### src/sv/point_in_mesh_ray_parity_defines.svh
// ----------------------------------------------------------------------------
// Assertion macros for the ray parity block
// Shared concurrent assertion forms, clocked on clk, quiet during reset.
// ----------------------------------------------------------------------------
`ifndef POINT_IN_MESH_RAY_PARITY_DEFINES_SVH
`define POINT_IN_MESH_RAY_PARITY_DEFINES_SVH

// Same-cycle implication.
`define PIMR_ASSERT_NOW(lbl, ante, cons) \
  lbl: assert property (@(posedge clk) disable iff (!rst_n) (ante) |-> (cons)) \
    else $error("pimr: same-cycle check failed");

// Next-cycle implication.
`define PIMR_ASSERT_NEXT(lbl, ante, cons) \
  lbl: assert property (@(posedge clk) disable iff (!rst_n) (ante) |=> (cons)) \
    else $error("pimr: next-cycle check failed");

`endif

### src/sv/pimr_pkg.sv
// ----------------------------------------------------------------------------
// pimr_pkg
// Types and codes shared by the point-in-mesh ray parity modules.
// ----------------------------------------------------------------------------
package pimr_pkg;

  localparam int unsigned CountW = 11;

  typedef enum logic [1:0] {
    REQ_VERTEX   = 2'd0,
    REQ_TRIANGLE = 2'd1,
    REQ_QUERY    = 2'd2,
    REQ_UNUSED   = 2'd3
  } req_code_t;

  typedef enum logic [1:0] {
    K_VERT  = 2'd0,
    K_TRI   = 2'd1,
    K_QUERY = 2'd2
  } cmd_kind_t;

  typedef enum logic [1:0] {
    B_IDLE  = 2'd0,
    B_SCAN  = 2'd1,
    B_DRAIN = 2'd2
  } back_state_t;

  typedef struct packed {
    logic [1:0]         req_type;
    logic [9:0]         slot;
    logic signed [15:0] coord_x;
    logic signed [15:0] coord_y;
    logic signed [15:0] coord_z;
    logic [9:0]         corner_a;
    logic [9:0]         corner_b;
    logic [9:0]         corner_c;
  } in_req_t;

  typedef struct packed {
    logic              inside_res;
    logic [CountW-1:0] crossings;
  } out_res_t;

  typedef struct packed {
    cmd_kind_t          kind;
    logic [9:0]         slot;
    logic signed [15:0] x;
    logic signed [15:0] y;
    logic signed [15:0] z;
    logic [9:0]         ca;
    logic [9:0]         cb;
    logic [9:0]         cc;
  } cmd_t;

  typedef struct packed {
    logic signed [15:0] x;
    logic signed [15:0] y;
    logic signed [15:0] z;
  } vtx_t;

  typedef struct packed {
    logic [9:0] a;
    logic [9:0] b;
    logic [9:0] c;
  } tri_t;

  typedef struct packed {
    logic v;
    logic last;
  } ctl_t;

  typedef struct packed {
    logic scanning;
    logic draining;
  } back_stat_t;

  typedef struct packed {
    logic valid;
    logic full;
  } q_stat_t;

endpackage

### src/sv/pimr_cmd_q.sv
// ----------------------------------------------------------------------------
// pimr_cmd_q
// Two-entry command queue between the front and the back.
// ----------------------------------------------------------------------------
module pimr_cmd_q (
  input  logic             clk,
  input  logic             rst_n,
  input  logic             push,
  input  pimr_pkg::cmd_t   push_cmd,
  input  logic             pop,
  output pimr_pkg::q_stat_t stat,
  output pimr_pkg::cmd_t   head
);
  import pimr_pkg::*;

  cmd_t       mem_r [2];
  logic       wp_r, wp_nxt, rp_r, rp_nxt;
  logic [1:0] cnt_r, cnt_nxt;
  logic       do_pop;

  assign do_pop     = pop && (cnt_r != 2'd0);
  assign stat.valid = cnt_r != 2'd0;
  assign stat.full  = cnt_r == 2'd2;
  assign head       = mem_r[rp_r];

  always_comb begin
    wp_nxt  = push ? ~wp_r : wp_r;
    rp_nxt  = do_pop ? ~rp_r : rp_r;
    cnt_nxt = cnt_r + 2'(push) - 2'(do_pop);
  end

  always_ff @(posedge clk) begin
    if (!rst_n) begin
      wp_r  <= 1'b0;
      rp_r  <= 1'b0;
      cnt_r <= 2'd0;
    end else begin
      wp_r  <= wp_nxt;
      rp_r  <= rp_nxt;
      cnt_r <= cnt_nxt;
    end
  end

  always_ff @(posedge clk) begin
    if (push) begin
      mem_r[wp_r] <= push_cmd;
    end
  end

endmodule

### config.mk
export PLATFORM = sky130hd
export DESIGN_NAME = pimr_cmd_q
export DESIGN_NICKNAME = d
export VERILOG_FILES = /design/src/sv/point_in_mesh_ray_parity_defines.svh /design/src/sv/pimr_pkg.sv /design/src/sv/pimr_cmd_q.sv
export SDC_FILE = /design/constraint.sdc
export NUM_CORES = 1
export LEC_CHECK = 0
export ABC_AREA = 1
export BUFFER_PORTS_ARGS = -buffer_cell sky130_fd_sc_hd__buf_2
export CORE_UTILIZATION = 25
export CTS_BUF_LIST = sky130_fd_sc_hd__clkbuf_8
export DETAILED_ROUTE_END_ITERATION = 16
export GPL_ROUTABILITY_DRIVEN = 0
export GPL_TIMING_DRIVEN = 0
export SLEW_MARGIN = 20
export SYNTH_ARGS = -nofsm -noshare
export SYNTH_HDL_FRONTEND = slang
export SYNTH_SLANG_ARGS = --single-unit
### constraint.sdc
create_clock -name clk -period 6.7 [get_ports clk]
set_input_delay 1.34 -clock clk [delete_from_list [all_inputs] [get_ports clk]]
set_output_delay 1.34 -clock clk [all_outputs]
set_load 0.03 [all_outputs]
==> results.txt, run 1 <==
run status - finished clean
antenna violations before repair - 0
via/cell ratio - 3.755
CP Cell Sequence - buf_6, buf_12, mux2_4, buf_2
grt ovf - 0
DR pass1 iterations - 4
Cells after Synth - 316
critical path type - reg2out
wire per inst - 14.60 microns
Worst EP required - 5360 ps
Via Count - 3,440
largest area contributor in the netlist - edfxtp_1
Reg clk slew, reported paths - 100 ps
crit-path max FO - 10
Die Width - 171.5 microns
root buffer cell - clkbuf_8
Hold Path Class - reg2reg
Placement Setup Slack - 4013 ps
Synth area leaders - edfxtp_1 75%, mux2_4 19%, buf_12 2.5%
flops & latches, synth - 185
Slew HR - 67.00%
CP Launch Type - flop
Top Ports - 186
clk sinks - 185
Detail Placement HPWL - 9220 microns
Leak - 3.542 nW
Critical Path AT - 1730 ps
hold slack - 526.2 ps
measured slew at the worst slew-check pin - 495.0 ps
Avg Cell Area, Syn - 22.74 sq um
TritonCTS clock tree - built
Fill cells - 2,718
pin count of the biggest net entering global routing - 48
most frequent cells in the layout - 185 x buf_2, 180 x edfxtp_1, 90 x mux2_4
Tcrit/Tclk final - 45.79%
worst-case clock skew - 12.35 ps
vias in the first global route - 3,562
peak supply drop - 0.1362 mV
Max Root-Sink Buffers - 2
CTS Buf Count - 17
Non-Filler Instances - 916
Hold Buf Count CTS - 0
die footprint - 29,420 sq um
commonest non-fill, non-tap cell in the layout - buf_2
synth warn - 0
dpl cell area - 8720 sq um
Mapped Area - 7186 sq um
DIE HEIGHT - 171.5 microns
syn nets - 412
Tot GR Track Use - 9.101%
max cap viols - 0
post-synth cell types - 11
Placeable Area - 28,010 sq um
placed cell count - 884
Synth top area share - 75.22%
WL final - 13,370 microns
Initial Util - 25.65%
area added between synthesis and finish - 26.36%
Largest stage delay, worst path - 330 ps
Setup-failing EPs final - 0
Setup WS post-layout - 3632 ps
row count - 61
Final min period - 3068 ps
FMAX - 325.9 MHz
H-tree depth - 4
first-pass GRT wire length - 19,600 microns
Slew Limit Fails - 0
Crit. End Element - output pin
Skew-Pair Late Insertion Delay - 440 ps
final hold violations - 0
antenna viol nets, final - 0
sequential fraction of the synthesis area - 76.62%
DRC - 0
critical path's slowest cell - dfxtp_1
ANT cells - 0
cell area power density - 323.3 nW/um^2
Top delay family on crit path - buffers and inverters
Crit path buffers/inverters - 3
1st-iter DRT viols - 190
RSZ-0062 raised after global routing - no
setup bufs post-CTS - 0
nets - 621
share of layout cells above drive strength 1 - 59.29%
PortBufs - 185
CTS resizes - 0
fin area - 9080 sq um
worst paths after layout:
kind / slack, ps / cells past startpoint / start / to
max: 3630 / 4 / flop / head[29]
min: 530 / 2 / rp_r / flop
max reg2reg: 5110 / 3 / wp_r / mem_r[1][37]
min reg2reg: 530 / 2 / rp_r / flop
tightest hold or removal path: cells and delay by family, from the launching register on:
kind | cells | cell delay [ps]
simple gates | 2 | 140
flops | 1 | 350
layer usage:
layer / share of wire [%] / GRT usage (%) / routed length [microns] / up-vias
met4: 1.2 / 3.960 / 166 / 0
met3: 6.5 / 3.060 / 872 / 7
met1: 41 / 9.962 / 5478 / 1686
li1: - / - / - / 1646
met2: 51 / 15.95 / 6854 / 101
met5: 0 / 0 / 0 / -
state kept, by name, summed over array words and instances, names as in the netlist, named ones only:
| register | count |
|---|---|
| cnt_r | 2 |
| mem_r | 180 |
| wp_r | 1 |
| rp_r | 1 |
where the power goes:
part           switching (mW)  internal (mW)  leakage (nW)
clock                   0.404          0.296         0.192
combinational           0.494          0.379          1.62
sequential             0.0192           1.34          1.73
Yosys cell counts (all sizes together):
cell,count
nor2,10
buf,10
ha,2
dfxtp,5
nand2,8
nand3,2
mux2,90
inv,8
edfxtp,180
a21oi,1
final cells by class:
cell class / instances / area (sq um) / area share (%)
Sequential cell: 185 / 5505 / 60.63
Multi-Input combinational cell: 113 / 1466 / 16.15
Timing Repair Buffer: 190 / 1049 / 11.55
Tap cell: 378 / 473.0 / 5.209
Clock buffer: 17 / 234.0 / 2.577
Buffer: 10 / 191.4 / 2.108
Clock inverter: 15 / 126.4 / 1.392
Inverter: 8 / 35.03 / 0.3858
stage by stage:
stage	power (mW)	setup TNS (ps)	util, %
floorplan	2.060	0	-
global placement	2.273	-156500	30.65
detailed placement	2.282	0	31.13
CTS	2.997	0	32.42
global route	3.077	0	32.42
finish	2.936	0	32.42
cells by family (layout without fill, tap and decap cells):
logic type,Yosys count,after routing,share of synthesized area (%)
multiplexers,90,90,18.81
adder cells (fa/ha/maj),2,2,0.3482
buffers and inverters,18,240,3.082
AO/OA/AOI/OAI,1,1,0.06958
AND/OR/NAND/NOR,20,20,1.080
flip-flops,185,185,76.62
No activity file was read; power rests on OpenSTA's default activity.
==> inputs of run 2 (changes only) <==
==> constraint.sdc (replaced) <==
create_clock -name clk -period 2.65 [get_ports clk]
set_input_delay 0.53 -clock clk [delete_from_list [all_inputs] [get_ports clk]]
set_output_delay 0.53 -clock clk [all_outputs]
set_load 0.03 [all_outputs]
==> run 2 against run 1 <==
Effect of this change: critical path depth stayed put; utilization rose by 0.32 points; hold slack got worse by 280 ps; combinational power rose to 2.6 times the previous value; worst setup slack worse by 3200 ps; sequential share of layout area is 0.60 points lower; clock skew rose by 2.3 ps; flip-flop and latch count did not move; cell count grew 0.44%; critical path type unchanged.
==> results.txt, run 2 (same netlist as run 1, synthesis figures left out) <==
hold slack - 243.4 ps
Internal Power - 5.311 mW
Hold Startpoint - push_cmd[20]
TritonCTS clock tree - built
Slew HR - 69.95%
met2 global-route usage - 16.11%
FMAX - 441.7 MHz
cell area power density - 840.8 nW/um^2
antenna violations before repair - 1
Crit. End Element - output pin
Slew Limit Fails - 0
Hold Path Class - in2reg
share of layout cells above drive strength 1 - 60.19%
Setup WS post-layout - 386.3 ps
Initial Util - 25.65%
NetSw - 2.398 mW
met3 Track Usage GR - 3.590%
gr busiest metal - met2
Via Count - 3,489
largest reg by FF count - mem_r
Worst EP required - 2120 ps
Tcrit/Tclk final - 85.42%
fin area - 9170 sq um
start of the worst register-to-register path - wp_r
Hold Buf Count CTS - 0
Final min period - 2264 ps
critical path type - reg2out
r2r setup slk - 1150 ps
run status - finished clean
most frequent cells in the layout - 185 x buf_2, 180 x edfxtp_1, 90 x mux2_4
DR pass1 iterations - 4
Detail Placement HPWL - 9408 microns
max FFs per register - 180
final hold violations - 0
1st-iter DRT viols - 179
Largest stage delay, worst path - 340 ps
Reg clk slew, reported paths - 110 ps
Placeable Area - 28,010 sq um
WL final - 13,930 microns
pin count of the biggest net entering global routing - 30
crit-path max FO - 10
Sequential Power Share - 44.7%
area added between synthesis and finish - 27.62%
Max Root-Sink Buffers - 2
CP Cell Sequence - buf_6, buf_12, mux2_4, buf_2
Die Width - 171.5 microns
Top delay family on crit path - buffers and inverters
H-tree depth - 4
wire per inst - 15.14 microns
setup bufs post-CTS - 0
Largest regs - mem_r: 180 flops, cnt_r: 2 flops
die footprint - 29,420 sq um
GR Util met1 - 11.17%
Crit path buffers/inverters - 3
vias in the first global route - 3,603
clk sinks - 185
root buffer cell - clkbuf_8
combinational share of power - 28.9%
Placement Setup Slack - 804.1 ps
dpl cell area - 8743 sq um
Setup-failing EPs final - 0
antenna viol nets, final - 0
Tot GR Track Use - 9.629%
Leak - 3.565 nW
CTS Buf Count - 17
measured slew at the worst slew-check pin - 449.9 ps
clock share of power - 26.5%
critical path's slowest cell - dfxtp_1
CP Launch Type - flop
max cap viols - 0
Skew-Pair Late Insertion Delay - 460 ps
CTS resizes - 0
RSZ-0062 raised after global routing - no
nets - 623
Top Ports - 186
grt ovf - 0
commonest non-fill, non-tap cell in the layout - buf_2
peak supply drop - 0.3030 mV
Critical Path AT - 1730 ps
DIE HEIGHT - 171.5 microns
DRC - 0
Overall Power - 7.710 mW
row count - 61
first-pass GRT wire length - 20,200 microns
via/cell ratio - 3.792
switching share of power - 31.11%
worst-case clock skew - 14.62 ps
PortBufs - 185
## run 2: cell count changes in the layout (fill, tap and decap cells not counted), moves of 2 or more
cell / delta
inv_6: +2
clkinvlp_4: +3
diode_2: +2
buf_16: -2
buf_12: +4
bufinv_16: +2
clkinv_1: -3
## run 2: per-layer routing
metal / up-vias / part of all wire [%]
met4: 0 / 1.2
met2: 118 / 49
met5: - / 0
met1: 1706 / 42
met3: 8 / 7.6
li1: 1657 / -
## run 2: worst paths after layout
path                   to  cells past startpoint
max              head[13]                      4
min          mem_r[0][20]                      1
max reg2reg  mem_r[1][60]                      3
min reg2reg          rp_r                      2
## run 2: cell type report
cell class                 instances  area, sq um
antenna                            2        5.005
buffer                            10        191.4
clock buffer                      17        234.0
clock inverter                    15        187.7
fill                            2732        18840
inverter                           8        33.78
multi-input combinational        113         1466
sequential                       185         5505
tap                              378        473.0
timing repair buffer             192         1074
## run 2: metrics by stage
step	instances	utilization, %	TNS [ps]
floorplan	316	-	0
detailed placement	886	31.21	0
CTS	918	32.72	0
global placement	879	30.69	-145400
finish	920	32.74	0
global route	918	32.72	0
## run 2: power by group through the flow
stage,Sequential (mW),Combinational [mW],Clock [mW]
global route,3.46,2.38,2.24
detailed placement,3.51,2.27,0
global placement,3.52,2.23,0
finish,3.44,2.23,2.04
CTS,3.45,2.28,2.15
floorplan,3.51,1.69,0
## run 2: worst reg2reg max path: stages, from the launching register on
cell and delay [ps]:
dfxtp_1 360, nand2_1 130, clkinvlp_4 400, buf_12 340
